## src/rtl/oett_pkg.sv

```systemverilog
// Package for the ordered expiry timer table: sizes, opcodes and payload types.
// Shared by the cell chain and the top level; depends on nothing.
`timescale 1ns / 1ps

package oett_pkg;

  localparam int TABLE_DEPTH  = 32;
  localparam int COORD_BITS   = 10;
  localparam int TYPE_BITS    = 4;
  localparam int OWNER_BITS   = 16;
  localparam int LEVEL_BITS   = 4;
  localparam int TICK_BITS    = 16;
  localparam int ELAPSED_BITS = 24;

  localparam logic [ELAPSED_BITS-1:0] ELAPSED_MAX = '1;

  localparam logic [1:0] OP_TICK   = 2'd0;
  localparam logic [1:0] OP_CREATE = 2'd1;
  localparam logic [1:0] OP_REMOVE = 2'd2;

  typedef struct packed {
    logic [1:0]              opcode;
    logic [TICK_BITS-1:0]    tick_amount;
    logic [TYPE_BITS-1:0]    job_type;
    logic [COORD_BITS-1:0]   pos_x;
    logic [COORD_BITS-1:0]   pos_y;
    logic [OWNER_BITS-1:0]   owner_id;
    logic [LEVEL_BITS-1:0]   job_level;
    logic [ELAPSED_BITS-1:0] job_duration;
  } in_item_t;

  typedef struct packed {
    logic [TYPE_BITS-1:0]  done_type;
    logic [COORD_BITS-1:0] done_x;
    logic [COORD_BITS-1:0] done_y;
    logic [OWNER_BITS-1:0] done_owner;
    logic [LEVEL_BITS-1:0] done_level;
    logic                  last_expired;
  } out_item_t;

  typedef struct packed {
    logic [ELAPSED_BITS-1:0] elapsed;
    logic [ELAPSED_BITS-1:0] duration;
    logic [TYPE_BITS-1:0]    jtype;
    logic [COORD_BITS-1:0]   x;
    logic [COORD_BITS-1:0]   y;
    logic [OWNER_BITS-1:0]   owner;
    logic [LEVEL_BITS-1:0]   level;
  } job_t;

  typedef struct packed {
    logic valid;
    logic pending;   // not yet visited by the running pass
    job_t job;
  } entry_t;

  // Broadcast from the sequencer to every cell
  typedef struct packed {
    logic                 start;    // open a pass: pending <= valid
    logic                 add_en;   // with start: add amount to elapsed
    logic [TICK_BITS-1:0] amount;
    logic                 create;   // append new_job at the first free cell
    job_t                 new_job;
    logic                 shift;    // chain moves one cell towards the head
    logic                 keep;     // with shift: head job goes back in behind the rest
    job_t                 head_job;
  } cell_ctrl_t;

endpackage

```

## src/rtl/oett_cell.sv

```systemverilog
// One slot of the timer chain: holds a job, shifts towards the head and
// takes appended jobs. Depends on oett_pkg.
`timescale 1ns / 1ps

module oett_cell (
  input  logic                clk_i,
  input  logic                rst_ni,
  input  oett_pkg::cell_ctrl_t ctrl_i,
  input  logic                prev_valid_i,
  input  oett_pkg::entry_t    next_i,
  output oett_pkg::entry_t    entry_o
);
  import oett_pkg::*;

  logic                    valid_q, valid_d;
  logic                    pend_q, pend_d;
  job_t                    job_q, job_d;
  logic [ELAPSED_BITS:0]   sum;

  assign sum = {1'b0, job_q.elapsed}
             + {{(ELAPSED_BITS + 1 - TICK_BITS){1'b0}}, ctrl_i.amount};

  always_comb begin
    valid_d = valid_q;
    pend_d  = pend_q;
    job_d   = job_q;
    if (ctrl_i.start) begin
      pend_d = valid_q;
      if (ctrl_i.add_en) begin
        job_d.elapsed = sum[ELAPSED_BITS] ? ELAPSED_MAX : sum[ELAPSED_BITS-1:0];
      end
    end else if (ctrl_i.create) begin
      if (!valid_q && prev_valid_i) begin
        valid_d = 1'b1;
        pend_d  = 1'b0;
        job_d   = ctrl_i.new_job;
      end
    end else if (ctrl_i.shift) begin
      // after the move this cell is the first free one: the kept head lands here
      if (!next_i.valid && valid_q && ctrl_i.keep) begin
        valid_d = 1'b1;
        pend_d  = 1'b0;
        job_d   = ctrl_i.head_job;
      end else begin
        valid_d = next_i.valid;
        pend_d  = next_i.pending;
        job_d   = next_i.job;
      end
    end
  end

  always_ff @(posedge clk_i or negedge rst_ni) begin
    if (!rst_ni) begin
      valid_q <= 1'b0;
      pend_q  <= 1'b0;
    end else begin
      valid_q <= valid_d;
      pend_q  <= pend_d;
    end
  end

  always_ff @(posedge clk_i) begin
    job_q <= job_d;
  end

  assign entry_o.valid   = valid_q;
  assign entry_o.pending = pend_q;
  assign entry_o.job     = job_q;

endmodule

```

## config.mk

```make
export PLATFORM = sky130hd
export DESIGN_NAME = oett_cell
export DESIGN_NICKNAME = d
export VERILOG_FILES = /design/src/rtl/oett_pkg.sv /design/src/rtl/oett_cell.sv
export SDC_FILE = /design/constraint.sdc
export NUM_CORES = 1
export LEC_CHECK = 0
export ABC_AREA = 1
export BUFFER_PORTS_ARGS = -buffer_cell sky130_fd_sc_hd__buf_4
export CORE_AREA = 2 2 155 157
export CTS_CLUSTER_SIZE = 20
export DETAILED_ROUTE_END_ITERATION = 8
export DIE_AREA = 0 0 157 159
export PLACE_DENSITY = 0.65
export REMOVE_ABC_BUFFERS = 1
export SLEW_MARGIN = 0
export SYNTH_ARGS = -nofsm -noshare
export SYNTH_HDL_FRONTEND = slang
export SYNTH_SLANG_ARGS = --single-unit
```

## constraint.sdc

```tcl
create_clock -name clk_i -period 2.35 [get_ports clk_i]
set_clock_uncertainty 0.05 [all_clocks]
set_input_delay 0.47 -clock clk_i [delete_from_list [all_inputs] [get_ports clk_i]]
set_output_delay 0.47 -clock clk_i [all_outputs]
set_load 0.005 [all_outputs]
```

==> impl_metrics.tcl <==
set metrics [dict create \
    fillers 2380 \
    gr-usage-all-layers_pct 20.7 \
    multi_input_area_um2 3270 \
    vias_per_cell 4.66 \
    slowest_stage "edfxtp_1" \
    power.leakage_nw 5.00 \
    vias 7463 \
    cts.sinks 94 \
    crit_path_start_kind "register" \
    layout_commonest_cell "buf_4" \
    synth_edf_count 92 \
    ys_ff_latch 94 \
    finish.utilization_pct 44.5 \
    clk_latency_ps 340 \
    grt_pass1_vias 7203 \
    design_area_um2 10300 \
    layout_common_cells "buf_4 (416), nand2_1 (333), nor2_1 (123)" \
    syn_inst 889 \
    path_cells "ha_2 > fa_2 > nand2_2 > nand2_2 > nand3_2 > nand2_2 > nand2_2 > nand2_4 > nand2_4 > buf_12 > nand2_1 > nand2_1 > o211ai_2" \
    diodes 0 \
    required_ps 2400 \
    die_area_um2 25000 \
    ir_drop_v 0.000300 \
    cts_root_buffer "clkbuf_16" \
    period_needed_ps 2200 \
    regArea_um2 2810 \
    h-tree-depth 3 \
    clk_pin_slew_ps 80 \
    cp_common_cell "nand2_2" \
    yosysTopAreaCell "edfxtp_1" \
    rsz0062_at_grt "false" \
    rows 56 \
    async_reset_ff_share_pct 2.13 \
    port_buffers 395 \
    route.detailed.drc 0 \
    max_freq_mhz 454 \
    grt_pass1_wl_um 39600 \
    cts_tree "built" \
    dieHeight_um 159 \
    hold_path_class "in -> reg" \
    crit_buf_inv 1 \
    yosysSeqAreaShare_pct 43.1 \
    drive_gt1_share_pct 37.6 \
    setup.worst_path.class "reg -> reg" \
    io_pins 396 \
    crit_arrival_ps 2250 \
    min_delay_path_depth 3 \
    die_width_um 157 \
    synth_cell_types 35 \
    path_depth 13 \
    maxSlewHeadroom_pct 24.0 \
    grt_max_degree 137 \
    crit_fanout 15 \
    place_hpwl_um 21300 \
    worstSetupEndpointType "register" \
    antenna_found_initial 0 \
    tightestPinTransition_ps 1140 \
    nNetsFinal 1597 \
    synth_area_leaders "edfxtp_1 (42%), nand2_1 (19%), nor2_1 (7.1%)" \
    reg2reg_depth 13 \
    critical-path-top-delay-family "simple AND/OR/NAND/NOR gates" \
    placed_cell_area_um2 10000 \
    gp_congestion 0.920 \
    cts.path.max_buffers 2 \
    critical_path.max_stage_delay_ps 410 \
    drt_iter0_markers 353 \
    synth_area_per_cell_um2 7.34 \
    syn_to_final_growth_pct 58.2 \
    core_region_area_um2 23200 \
    power_density_nw_per_um2 509 \
    hold_ws_ps 342 \
    cts_buffers 9 \
    setup_viol 0 \
    initial_core_util_pct 28.1 \
    fin_crit_sh_pct 93.8 \
    outcome "complete, no violations" \
    routed_wl_um 26600 \
    grt_overflow 0 \
    hold_viol 0 \
    post_drt_wl_per_cell_um 16.6 \
    fin_setup_tns_ps 0 \
    first_pass_iters 5 \
    synth_area_um2 6530 \
    synthFlopType "edfxtp_1" \
    slew_violations 0 \
    yosysWarnings 0 \
    cap_violations 0 \
    ant_nets 0 \
    synth_top_area_share_pct 42.3 \
]
[cells in the mapped netlist, types with 6 or more instances]
master,number
nor2_1,124
inv_1,66
o211ai_2,6
buf_1,8
nand3_1,27
edfxtp_1,92
clkbuf_1,29
nand4_1,6
a21oi_1,31
a31oi_1,68
nand2_1,334
nand3_2,11
ha_1,16
o21ai_0,19
[where the power goes]
part | internal (mW) | total [mW] | switching [mW]
Sequential | 1.99 | 2.05 | 0.0598
Clock | 0.831 | 1.55 | 0.717
Combinational | 0.819 | 1.66 | 0.840
Total | 3.64 | 5.25 | 1.62
[stage by stage]
stage	instances	total power, mW	setup WS, ps
3_3_place_gp	1584	3.72	-67.3
2_1_floorplan	843	2.89	-2370
4_1_cts	1601	5.30	33.4
6_report	1601	5.25	146
3_5_place_dp	1584	3.74	-144
5_1_grt	1601	5.54	11.5
[layout make-up]
| class | instances | share of cell area (%) |
|---|---|---|
| clock buffers | 9 | 2.18 |
| flip-flops and latches | 94 | 27.3 |
| multi-input cells | 678 | 31.7 |
| clock inverters | 6 | 0.691 |
| repair buffers | 424 | 31.7 |
| well taps | 319 | 3.87 |
| inverters | 71 | 2.63 |
[final timing paths]
| check | startpoint | to | slack (ps) |
|---|---|---|---|
| max | entry_o[68]$_DFFE_PP_ | entry_o[76]$_DFFE_PP_ | 150 |
| min | next_i[93] | valid_q$_DFFE_PN0P_ | 340 |
| max reg2reg | entry_o[68]$_DFFE_PP_ | entry_o[76]$_DFFE_PP_ | 150 |
| min reg2reg | pend_q$_DFFE_PN0P_ | pend_q$_DFFE_PN0P_ | 550 |
| max in group asynchronous | rst_ni | pend_q$_DFFE_PN0P_ | 1750 |
| min in group asynchronous | rst_ni | valid_q$_DFFE_PN0P_ | 410 |
[worst min-delay path, cell delays in order]
cell	delay, ps
buf_4	80
nor4_1	40
a21oi_1	110
[per-layer routing]
layer,GRT usage [%],part of all wire (%)
met5,0,0
met3,6.51,9.2
met1,22.9,37
met4,6.26,2.4
met2,37.4,52
[sequential cells by signal (all words and copies together) (netlist names)]
signal	flops
pend_q	1
valid_q	1
entry_o	92
[timing repair]
action | CTS | global route
setup endpoints to repair | 1 | 22
hold buffers | 1 | 0
pin swaps | 0 | 0
setup buffers | 1 | 0
hold endpoints to repair | 2 | 0
cloned | 0 | 0
resized for setup | 0 | 3
[cell families (layout without fill, tap and decap cells)]
kind of cell / Yosys count / count (layout) / share of synthesized area [%]
simple gates: 519 / 519 / 32.7
compound gates: 136 / 136 / 12.9
buf+inv: 117 / 510 / 7.17
flops: 94 / 94 / 43.1
fa+ha+maj: 17 / 17 / 3.37
xor+xnor: 6 / 6 / 0.805
Power figures use the tool's default switching activity.
